===== src/rtl/stup_pkg.sv =====
// Package for the string to unsigned parser: phase codes, constants and character helpers.
package stup_pkg;

	// Default sizing of the top level
	localparam int VALUE_BITS_DEF   = 64;
	localparam int MAX_POSITION_DEF = 4095;

	localparam int BASE_W = 6;

	// Parse phases
	typedef enum logic [2:0] {
		PH_DONE   = 3'd0,
		PH_LEAD   = 3'd1,
		PH_PREFIX = 3'd2,
		PH_ZERO   = 3'd3,
		PH_DIGITS = 3'd4
	} phase_t;

	// Bases picked during prefix handling
	localparam logic [BASE_W-1:0] BASE_AUTO = 6'd0;
	localparam logic [BASE_W-1:0] BASE_OCT  = 6'd8;
	localparam logic [BASE_W-1:0] BASE_DEC  = 6'd10;
	localparam logic [BASE_W-1:0] BASE_HEX  = 6'd16;

	// Characters with a special role
	localparam logic [7:0] CH_ZERO  = 8'h30;
	localparam logic [7:0] CH_X_LO  = 8'h78;
	localparam logic [7:0] CH_X_UP  = 8'h58;
	localparam logic [7:0] CH_MINUS = 8'h2D;
	localparam logic [7:0] CH_PLUS  = 8'h2B;

	typedef struct packed {
		logic       ok;
		logic [3:0] val;
	} digit_t;

	// Hex digit decode: 0-9, a-f, A-F
	function automatic digit_t hex_digit(input logic [7:0] c);
		digit_t d;
		d.ok  = 1'b1;
		d.val = 4'd0;
		if (c >= 8'h30 && c <= 8'h39) begin
			d.val = 4'(c - 8'h30);
		end else if (c >= 8'h61 && c <= 8'h66) begin
			d.val = 4'(c - 8'h57);
		end else if (c >= 8'h41 && c <= 8'h46) begin
			d.val = 4'(c - 8'h37);
		end else begin
			d.ok = 1'b0;
		end
		return d;
	endfunction

	// Space, tab, newline, carriage return, form feed, vertical tab
	function automatic logic is_blank(input logic [7:0] c);
		return (c == 8'h20) || (c == 8'h09) || (c == 8'h0A) ||
		       (c == 8'h0D) || (c == 8'h0C) || (c == 8'h0B);
	endfunction

endpackage


===== src/rtl/string_to_unsigned_parser.sv =====
// Top level of the streaming string to unsigned integer parser.
//
// Channel      | Dir | Handshake           | Contents
// s_*          | in  | s_tvalid / s_tready | tdata: char_in; tuser: string_start
// m_*          | out | m_tvalid / m_tready | tdata: parsed_value, stop_index, zero fill
// number_base_*| in  | number_base_wr      | number_base (radix, 0 = auto detect)
//
// One character word per cycle while no stopping character waits on m_tready.
// A word is held in the input register, then the parse step (one multiply-add
// of the accumulator by the base) updates the state and, on the stopping
// character, loads the result register, which drives the result stream.
// Reset puts the parser in the done phase; words are ignored until a string start.
// Words that produce no result keep flowing while a result waits on m_tready.
module string_to_unsigned_parser #(
	parameter int VALUE_BITS   = stup_pkg::VALUE_BITS_DEF,
	parameter int MAX_POSITION = stup_pkg::MAX_POSITION_DEF
) (
	input  logic       clk,
	input  logic       arst_n,
	// configuration
	input  logic       number_base_wr,
	input  logic [5:0] number_base_data,
	// input stream
	input  logic       s_tvalid,
	output logic       s_tready,
	input  logic [7:0] s_tdata,          // [7:0] char_in
	input  logic       s_tuser,          // string_start
	// result stream
	output logic       m_tvalid,
	input  logic       m_tready,
	// parsed_value from bit 0, then stop_index, then zero fill to whole bytes
	output logic [((VALUE_BITS + $clog2(MAX_POSITION + 1) + 7) / 8) * 8 - 1:0] m_tdata
);

	localparam int POS_BITS = $clog2(MAX_POSITION + 1);
	localparam int DATA_W   = ((VALUE_BITS + POS_BITS + 7) / 8) * 8;
	localparam int PAD_W    = DATA_W - VALUE_BITS - POS_BITS;
	localparam int BW       = stup_pkg::BASE_W;
	localparam logic [POS_BITS-1:0] POS_MAX = POS_BITS'(MAX_POSITION);

	// configuration register
	logic [BW-1:0] number_base_q;

	// input register
	logic       valid_s1;
	logic [7:0] char_s1;
	logic       start_s1;

	// parse state
	stup_pkg::phase_t        phase_q;
	logic [BW-1:0]           base_q;
	logic                    minus_q;
	logic [VALUE_BITS-1:0]   acc_q;
	logic [POS_BITS-1:0]     pos_q;

	// result register
	logic                    m_valid_q;
	logic [DATA_W-1:0]       m_data_q;

	// step values after string start handling
	stup_pkg::phase_t        ph0;
	logic [BW-1:0]           base0;
	logic                    minus0;
	logic [VALUE_BITS-1:0]   acc0;
	logic [POS_BITS-1:0]     pos0;

	// next state
	stup_pkg::phase_t        nxt_phase;
	logic [BW-1:0]           nxt_base;
	logic                    nxt_minus;
	logic [VALUE_BITS-1:0]   nxt_acc;
	logic [POS_BITS-1:0]     nxt_pos;
	logic                    emit;
	logic                    adv;

	logic [VALUE_BITS-1:0]   res_value;
	logic [DATA_W-1:0]       res_data;

	// configuration write
	always_ff @(posedge clk or negedge arst_n) begin
		if (!arst_n) begin
			number_base_q <= '0;
		end else if (number_base_wr) begin
			number_base_q <= number_base_data;
		end
	end

	// the step can retire unless it makes a result that has nowhere to go
	assign adv      = valid_s1 && (!emit || !m_valid_q || m_tready);
	assign s_tready = !valid_s1 || adv;

	// input register
	always_ff @(posedge clk or negedge arst_n) begin
		if (!arst_n) begin
			valid_s1 <= 1'b0;
		end else if (s_tready) begin
			valid_s1 <= s_tvalid;
		end
	end

	always_ff @(posedge clk) begin
		if (s_tvalid && s_tready) begin
			char_s1  <= s_tdata;
			start_s1 <= s_tuser;
		end
	end

	// string start resets the parse for this word
	always_comb begin
		ph0    = start_s1 ? stup_pkg::PH_LEAD : phase_q;
		base0  = start_s1 ? number_base_q : base_q;
		minus0 = start_s1 ? 1'b0 : minus_q;
		acc0   = start_s1 ? '0 : acc_q;
		pos0   = start_s1 ? '0 : pos_q;
	end

	// next state: sign, prefix, base detection and one digit step
	always_comb begin
		stup_pkg::phase_t           ph;
		logic [BW-1:0]              base;
		logic                       minus;
		logic                       go;
		stup_pkg::digit_t           dg;
		logic [VALUE_BITS+BW-1:0]   prod;
		ph        = ph0;
		base      = base0;
		minus     = minus0;
		go        = 1'b0;
		dg        = stup_pkg::hex_digit(char_s1);
		prod      = '0;
		nxt_phase = ph0;
		nxt_acc   = acc0;
		nxt_pos   = pos0;
		emit      = 1'b0;
		if (ph0 != stup_pkg::PH_DONE) begin
			nxt_pos = (pos0 < POS_MAX) ? pos0 + POS_BITS'(1) : pos0;
			go      = 1'b1;
			// leading blanks and optional sign
			if (ph == stup_pkg::PH_LEAD) begin
				if (stup_pkg::is_blank(char_s1)) begin
					go = 1'b0;
				end else if (char_s1 == stup_pkg::CH_PLUS ||
				             char_s1 == stup_pkg::CH_MINUS) begin
					minus     = (char_s1 == stup_pkg::CH_MINUS);
					nxt_phase = stup_pkg::PH_PREFIX;
					go        = 1'b0;
				end else begin
					ph = stup_pkg::PH_PREFIX;
				end
			end
			// leading zero may open a hex or octal prefix
			if (go && ph == stup_pkg::PH_PREFIX) begin
				if ((base == stup_pkg::BASE_AUTO || base == stup_pkg::BASE_HEX) &&
				    char_s1 == stup_pkg::CH_ZERO) begin
					nxt_phase = stup_pkg::PH_ZERO;
					go        = 1'b0;
				end else begin
					if (base == stup_pkg::BASE_AUTO) base = stup_pkg::BASE_DEC;
					ph = stup_pkg::PH_DIGITS;
				end
			end
			// 'x' after the zero selects hex
			if (go && ph == stup_pkg::PH_ZERO) begin
				if (char_s1 == stup_pkg::CH_X_LO || char_s1 == stup_pkg::CH_X_UP) begin
					base      = stup_pkg::BASE_HEX;
					nxt_phase = stup_pkg::PH_DIGITS;
					go        = 1'b0;
				end else begin
					if (base == stup_pkg::BASE_AUTO) base = stup_pkg::BASE_OCT;
					ph = stup_pkg::PH_DIGITS;
				end
			end
			// digit accumulate or stop
			if (go) begin
				prod = {{BW{1'b0}}, acc0} * {{VALUE_BITS{1'b0}}, base};
				if (dg.ok && {{(BW-4){1'b0}}, dg.val} < base) begin
					nxt_acc   = prod[VALUE_BITS-1:0] + VALUE_BITS'(dg.val);
					nxt_phase = stup_pkg::PH_DIGITS;
				end else begin
					nxt_phase = stup_pkg::PH_DONE;
					emit      = 1'b1;
				end
			end
		end
		nxt_base  = base;
		nxt_minus = minus;
	end

	// result word
	always_comb begin
		res_value = minus0 ? (VALUE_BITS'(0) - acc0) : acc0;
		res_data  = {{PAD_W{1'b0}}, pos0, res_value};
	end

	// parse state update
	always_ff @(posedge clk or negedge arst_n) begin
		if (!arst_n) begin
			phase_q <= stup_pkg::PH_DONE;
			base_q  <= '0;
			minus_q <= 1'b0;
			acc_q   <= '0;
			pos_q   <= '0;
		end else if (adv) begin
			phase_q <= nxt_phase;
			base_q  <= nxt_base;
			minus_q <= nxt_minus;
			acc_q   <= nxt_acc;
			pos_q   <= nxt_pos;
		end
	end

	// result register
	always_ff @(posedge clk or negedge arst_n) begin
		if (!arst_n) begin
			m_valid_q <= 1'b0;
		end else if (adv && emit) begin
			m_valid_q <= 1'b1;
		end else if (m_tready) begin
			m_valid_q <= 1'b0;
		end
	end

	always_ff @(posedge clk) begin
		if (adv && emit) begin
			m_data_q <= res_data;
		end
	end

	assign m_tvalid = m_valid_q;
	assign m_tdata  = m_data_q;

	// a stopping character ends the parse
	a_stop_done: assert property (@(posedge clk) disable iff (!arst_n)
		adv && emit |=> phase_q == stup_pkg::PH_DONE)
		else $error("parse not done after result");

	// a retired stopping character shows up as the next result word
	a_result_loaded: assert property (@(posedge clk) disable iff (!arst_n)
		adv && emit |=> m_tvalid && m_tdata == $past(res_data))
		else $error("result word lost");

	// a pending result is never overwritten by a new one
	a_no_overwrite: assert property (@(posedge clk) disable iff (!arst_n)
		m_valid_q && !m_tready && valid_s1 && emit |-> !adv)
		else $error("pending result overwritten");

	// position counter saturates
	a_pos_sat: assert property (@(posedge clk) disable iff (!arst_n)
		pos_q <= POS_MAX)
		else $error("position beyond saturation");

endmodule

===== config.mk =====
export PLATFORM = sky130hd
export DESIGN_NAME = string_to_unsigned_parser
export DESIGN_NICKNAME = d
export VERILOG_FILES = /design/src/rtl/stup_pkg.sv /design/src/rtl/string_to_unsigned_parser.sv
export SDC_FILE = /design/constraint.sdc
export NUM_CORES = 1
export LEC_CHECK = 0
export BUFFER_PORTS_ARGS = -buffer_cell sky130_fd_sc_hd__buf_4
export CAP_MARGIN = 20
export CORE_ASPECT_RATIO = 1.75
export CORE_MARGIN = 1
export CORE_UTILIZATION = 55
export DETAILED_ROUTE_END_ITERATION = 7
export PLACE_DENSITY = 0.73
export RECOVER_POWER = 25
export SYNTH_ARGS = -nofsm -noshare
export SYNTH_HDL_FRONTEND = slang
export SYNTH_SLANG_ARGS = --single-unit
export TNS_END_PERCENT = 30

===== constraint.sdc =====
create_clock -name clk -period 9.5 [get_ports clk]
set_input_delay 0.95 -clock clk [delete_from_list [all_inputs] [get_ports clk]]
set_output_delay 0.95 -clock clk [all_outputs]
set_load 0.01 [all_outputs]

# After elaboration in Yosys (flattened, before gate mapping)
# Index checks and enable logic that the tools add are counted.
# W data, S select, Z words.
# totals
latchBits	0
inputBits	20
word_cells	131
register_bits	179
mem_count	0
mem_bits_rw	0
mem_bits_ro	0
out_inout_bits	82
# classes
mux	62
bitwise_logic	0
order_cmp	8
multipliers	1
n_eq_ne	15
n_div	0
reduce_logical	28
n_addsub	6
shift	0
# op_table
op	n
$mux W64	5
$add A64 B4 Y64	1
$mul A64 B6 Y64	1
$sub A1 B64 Y64 const A	1
$mux W6	10
$mux W3	18
$eq A8 B4 Y1 const B	5
$mux W12	3
$eq A8 B6 Y1 const B	4
$mux W1	23
$eq A8 B7 Y1 const B	2
$ge A8 B7 Y1 const B	2
$le A8 B7 Y1 const B	2
$add A12 B1 Y12 const B	1
$logic_not A6 Y1	2
$lt A12 B12 Y1 const B	1
$mux W4	3
$logic_or A1 B1 Y1	11
$logic_and A1 B1 Y1	10
$ge A8 B6 Y1 const B	1
$le A8 B6 Y1 const B	1
$sub A4 B3 Y4 const B	2
$eq A3 B2 Y1 const B	2
$eq A6 B5 Y1 const B	1
other kinds (6)	8

# Logic depth before layout (Yosys ltp)
# depth
ltp_word	29
depth_mapped	28
depth_no_buf	26

# Worst setup path before layout
# OpenSTA, ideal clock, no wires.
# synth_timing
path_type	register to register
from	register char_s1[0]
to	register m_data_q[0] (netlist: m_tdata[0]), enable pin
path_stages_with_launch	19
synth_period_minus_slack_ns	7.471
required_ns	8.990
setup_time_ns	0.510
slack_ns	2.029
t_arrival_ns	6.961
path_buffers	3
path_cell_list	edfxtp_1 -> inv_1 -> ha_1 -> mux2_2 -> o211ai_1 -> nand2_1 -> and3_1 -> o41ai_2 -> nand2_1 -> clkbuf_1 -> ha_1 -> a211o_1 -> a21o_1 -> a41oi_2 -> nand3b_4 -> o21ai_4 -> buf_4 -> buf_2 -> nor2_1
# synth_via
elab_chain_cells	28
elab_cells_between_ends	76
cone_classes	add/sub: 3; order compare: 7; eq/ne: 13; mux: 33; reduce/logical: 20
# synth_rtl
element	line_no	rtl
start: declaration	string_to_unsigned_parser.sv:46	logic [7:0] char_s1;
start signal: assignment	string_to_unsigned_parser.sv:103	char_s1 <= s_tdata;
$eq A8 B6 Y1 / $eq A8 B4 Y1 (equally long branches)	stup_pkg.sv:56	return (c == 8'h20) || (c == 8'h09) || (c == 8'h0A) ||
$logic_or A1 B1 Y1 (3 in a row)	stup_pkg.sv:56	
$logic_or A1 B1 Y1 (2 in a row)	stup_pkg.sv:57	(c == 8'h0D) || (c == 8'h0C) || (c == 8'h0B);
$mux W3	string_to_unsigned_parser.sv:140	if (stup_pkg::is_blank(char_s1)) begin
$mux W3	string_to_unsigned_parser.sv:139	if (ph == stup_pkg::PH_LEAD) begin
$mux W3	string_to_unsigned_parser.sv:135	if (ph0 != stup_pkg::PH_DONE) begin
$eq A3 B2 Y1	string_to_unsigned_parser.sv:152	if (go && ph == stup_pkg::PH_PREFIX) begin
$logic_and A1 B1 Y1	string_to_unsigned_parser.sv:152	
[8 not listed]	--	
$logic_and A1 B1 Y1	string_to_unsigned_parser.sv:176	if (dg.ok && {{(BW-4){1'b0}}, dg.val} < base) begin
$mux W1	string_to_unsigned_parser.sv:176	
$mux W1 (*)	string_to_unsigned_parser.sv:174	if (go) begin
$mux W1 (*)	string_to_unsigned_parser.sv:135	
$logic_not A1 Y1	string_to_unsigned_parser.sv:89	assign adv = valid_s1 && (!emit || !m_valid_q || m_tready);
$logic_or A1 B1 Y1 (2 in a row)	string_to_unsigned_parser.sv:89	
$logic_and A1 B1 Y1	string_to_unsigned_parser.sv:89	
$logic_and A1 B1 Y1 (*)	string_to_unsigned_parser.sv:224	if (adv && emit) begin
end signal: assignment	string_to_unsigned_parser.sv:225	m_data_q <= res_data;
end: declaration	string_to_unsigned_parser.sv:58	logic [DATA_W-1:0] m_data_q;
# Mark *: on every way between the ends. The rest lies on a longest branch, timed or not. The select of a mux whose other input is x is not followed.
# A chain may end at the register's enable or synchronous reset.

# Worst setup path after layout
# layout_timing
from	register start_s1
to	register acc_q[55]
# layout_via
elab_chain_cells	23
elab_cells_between_ends	51
cone_classes	add/sub: 1; mul: 1; order compare: 1; eq/ne: 4; mux: 32; reduce/logical: 12
# layout_rtl
element	line_no	rtl
start: declaration	string_to_unsigned_parser.sv:47	logic start_s1;
start signal: assignment	string_to_unsigned_parser.sv:104	start_s1 <= s_tuser;
branches (longest 23 deep; another with $mux W6)	--	
end signal: assignment	string_to_unsigned_parser.sv:207	acc_q <= nxt_acc;
end: declaration	string_to_unsigned_parser.sv:53	logic [VALUE_BITS-1:0] acc_q;
# Several ways; the timed one is not identified. The select of a mux whose other input is x is not followed.

==> flow_summary.ini <==
[status]
status = finished, violations left
violations = capacitance limit, slew limit

[sta]
rsz0062_at_grt = false
worst_clock_skew_ps = 14.08
timing_hold_violations_final = 0
setup_viol = 0
min_period_over_period = 0.8856
fin_crit_ps = 8413
worst_slew_pin_tran_ps = 3291
slew_headroom = -1.194
fin_setup_tns_ps = 0
timing_max_transition_violations_final = 147
max_clock_freq_mhz = 118.9

[clock_network]
cts_buffers = 17
hold_buffers = 0
clockRootBuffer = clkbuf_16
cts_max_path_buffers = 2
cts.htree.levels = 4
postCtsSetupRepairBufs = 0
clkSinkCount = 179
cts.clk_slew.worst_paths_ps = 70
cts_resized = 0
tritoncts = built
clk-insertion-delay-late_ps = 460

[synth]
postSynthRegisterBits = 179
synth_top_area_cell = fa_1
synth_top_cell_area_share = 0.2357
mappedNetlistArea_um2 = 20210
post_synth_main_area_contributors = fa_1, edfxtp_1, dfrtp_1
synthDistinctLibCells = 85
synth-edff-count = 85
syn_inst = 2223
postSynth.asyncResetShare = 0.5251
avgSynthCellArea_um2 = 9.093
synthFlopType = dfrtp_1
ys_seq_area_frac = 0.2426
yosys_warnings = 0

[worst_hold_path]
timing.hold.worst_endpoint = pos_q[0]$_DFFE_PN0P_
hold-path-cell-count = 2
worstHoldPathType = register to register
hp-start = pos_q[0]$_DFFE_PN0P_

[placed_design]
portBuffers = 97
gpl.final_weighted_congestion = 0.9576
detailedPlacementHpwl_um = 44840

[worst_setup_path]
worst_r2r_path_depth = 25
startpoint_type = register
timing.critical_path.mode_cell = inv_1
worstReg2RegEnd = acc_q[55]$_DFFE_PN0P_
critical-path-slowest-cell = or3_2
critPathTopFamily = compound AO/OA/AOI/OAI gates
worst_path_maximum_fanout = 38
r2r_slack_ps = 1090
setup.worst_path.class = register to register
worst-endpoint-arrival_ps = 8780
total_buffers_and_inverters_traversed_by_the_critical_path = 5
timing.critical_path.slowest_cell_delay_ps = 850
cp_data_required_time_ps = 9870
worstSetupEndpointType = register
worstReg2RegStart = start_s1$_DFFE_PP_

[grt]
globalRoute.totalOverflow = 0
grt_pass1_vias = 17740
grt_usage = 0.3181
pin_count_of_the_biggest_net_entering_global_routing = 69
grt_pass1_wl_um = 92920
antenna_found_initial = 0

[final_layout]
layout-drive-gt1-share = 0.07504
design.final.nets = 2637
ant_cells = 0
area_overhead_of_the_layout_relative_to_synthesis_pct = 6.828
fill_cells = 3259

[power]
power-per-cell-area_nw_per_um2 = 94.38
p_total_mw = 2.038
vdd_ir_drop_max_uv = 120.9
power.leakage_nw = 10.36

[floorplanning]
fp.coreArea_um2 = 36140
dieHeight_um = 255.6
floorplan.io_pins = 102
initial_utilization = 0.5592
design.die.area_um2 = 37550
placementRows = 92
die_width_um = 146.9

[route]
detailroute.via_count = 16810
via_per_inst = 6.176
avgRoutedWirePerCell_um = 21.24
detailed_router_iteration_count_before_antenna_repair = 7
detail_route.iter0.violations = 1025
detail-route-antenna-nets = 0
route.detailed.drc = 0
drt-total-wl_um = 57820

[flow_run]
timing.max_cap.violations = 3
==> where the power goes <==
group          switching [mW]  leakage (nW)  internal (mW)
registers              0.0390          2.11          0.885
logic                   0.343          8.00          0.116
clock network           0.318         0.248          0.337
total                   0.699          10.4           1.34
==> cell usage in the layout (no fill, tap or decap), types with 9 or more instances in the layout <==
cell type	n
nand4_1	22
inv_1	73
a31oi_1	12
nor2b_1	27
nand2_1	238
o21bai_1	22
or3_1	14
o41ai_1	12
mux2_2	11
nor2_1	446
o31ai_1	23
mux2i_1	12
fa_1	238
nand2b_1	12
ha_1	140
edfxtp_1	85
or2_2	9
xor2_1	75
buf_4	82
or4_1	10
nand3_1	34
dfrtp_1	93
nor3_1	32
clkbuf_1	30
o21a_1	10
and3_1	18
a21o_1	29
clkbuf_16	17
a21oi_1	104
xnor2_1	40
o21ai_0	140
==> tightest hold or removal path: cells and delay by family, from the launching register on <==
kind / cells / cell delay (ps)
AO/OA/AOI/OAI: 1 / 60
flip-flops: 1 / 340
AND/OR/NAND/NOR: 1 / 40
==> metrics by stage <==
| step | hold slack [ps] | util | setup slack [ps] | std cells | instance area, um2 |
|---|---|---|---|---|---|
| 2_1_floorplan | 442.2 | - | 2029 | 2226 | 20220 |
| 3_3_place_gp | 456.0 | 0.5856 | 1378 | 2690 | 21170 |
| 3_5_place_dp | 465.1 | 0.5856 | 1289 | 2690 | 21170 |
| 4_1_cts | 479.9 | 0.6000 | 1228 | 2722 | 21690 |
| 5_1_grt | 514.5 | 0.5974 | 669.8 | 2722 | 21590 |
| 6_report | 476.4 | 0.5974 | 1087 | 2722 | 21590 |
==> state kept, by name, summed over array words and instances, names as in the netlist <==
signal         flops
acc_q             64
number_base_q      6
phase_q            3
start_s1           1
m_tvalid           1
valid_s1           1
base_q             6
m_tdata           76
minus_q            1
pos_q             12
char_s1            8
==> final cells by class <==
type                    count  area [um2]  share of cell area
clock buffers              22       444.2             0.02057
clock inverters            10       76.32            0.003535
inverters                  74       277.8             0.01286
multi-input cells        1852       14530              0.6730
flip-flops and latches    179        4906              0.2272
well taps                 470       588.1             0.02723
repair buffers            115       769.5             0.03564
==> synth_stat cells, types with 15 or more instances <==
cell type  count
nor2b_1       27
a21oi_1      104
nand3_1       35
xnor2_1       40
clkbuf_1      88
fa_1         238
o31ai_1       24
or3_1         15
nor2_1       448
nand2_1      240
o21ai_0      140
o21bai_1      22
xor2_1        75
edfxtp_1      85
a21o_1        29
inv_1         73
nand4_1       22
ha_1         140
and3_1        18
nor3_1        32
dfrtp_1       94
==> worst max path at each step <==
| stage | start | end | slack [ps] | cells past startpoint |
|---|---|---|---|---|
| 6_report | start_s1$_DFFE_PP_ | acc_q[55]$_DFFE_PN0P_ | 1090 | 25 |
| 5_1_grt | start_s1$_DFFE_PP_ | acc_q[55]$_DFFE_PN0P_ | 670 | 25 |
| 4_1_cts | start_s1$_DFFE_PP_ | acc_q[55]$_DFFE_PN0P_ | 1230 | 25 |
| 3_5_place_dp | start_s1$_DFFE_PP_ | acc_q[55]$_DFFE_PN0P_ | 1290 | 25 |
| 3_3_place_gp | start_s1$_DFFE_PP_ | acc_q[55]$_DFFE_PN0P_ | 1380 | 25 |
| 2_1_floorplan | char_s1[0]$_DFFE_PP_ | m_tdata[0]$_DFFE_PP_ | 2030 | 18 |
==> kinds of logic (layout without fill, tap and decap cells) <==
group,Yosys count,count (layout),share of synthesized area
AND/OR/NAND/NOR,903,903,0.1953
adder cells (fa/ha/maj),378,378,0.3224
flip-flops,179,179,0.2426
buffers and inverters,195,221,0.04098
multiplexers,23,23,0.01207
XOR/XNOR,116,116,0.05094
other,1,4,0.0001855
AO/OA/AOI/OAI,428,428,0.1355
==> routing by layer <==
metal  routed length, um  global-route usage  up-vias  share of wire
met3                2766             0.03690      242          0.048
met2               30880              0.5832      668           0.53
met5                   0                   0        -              0
met1               20260              0.3425     8302           0.35
met4                3913              0.2033        0          0.068
li1                    -                   -     7600              -
Note: power is estimated with default switching activity, not from simulation.
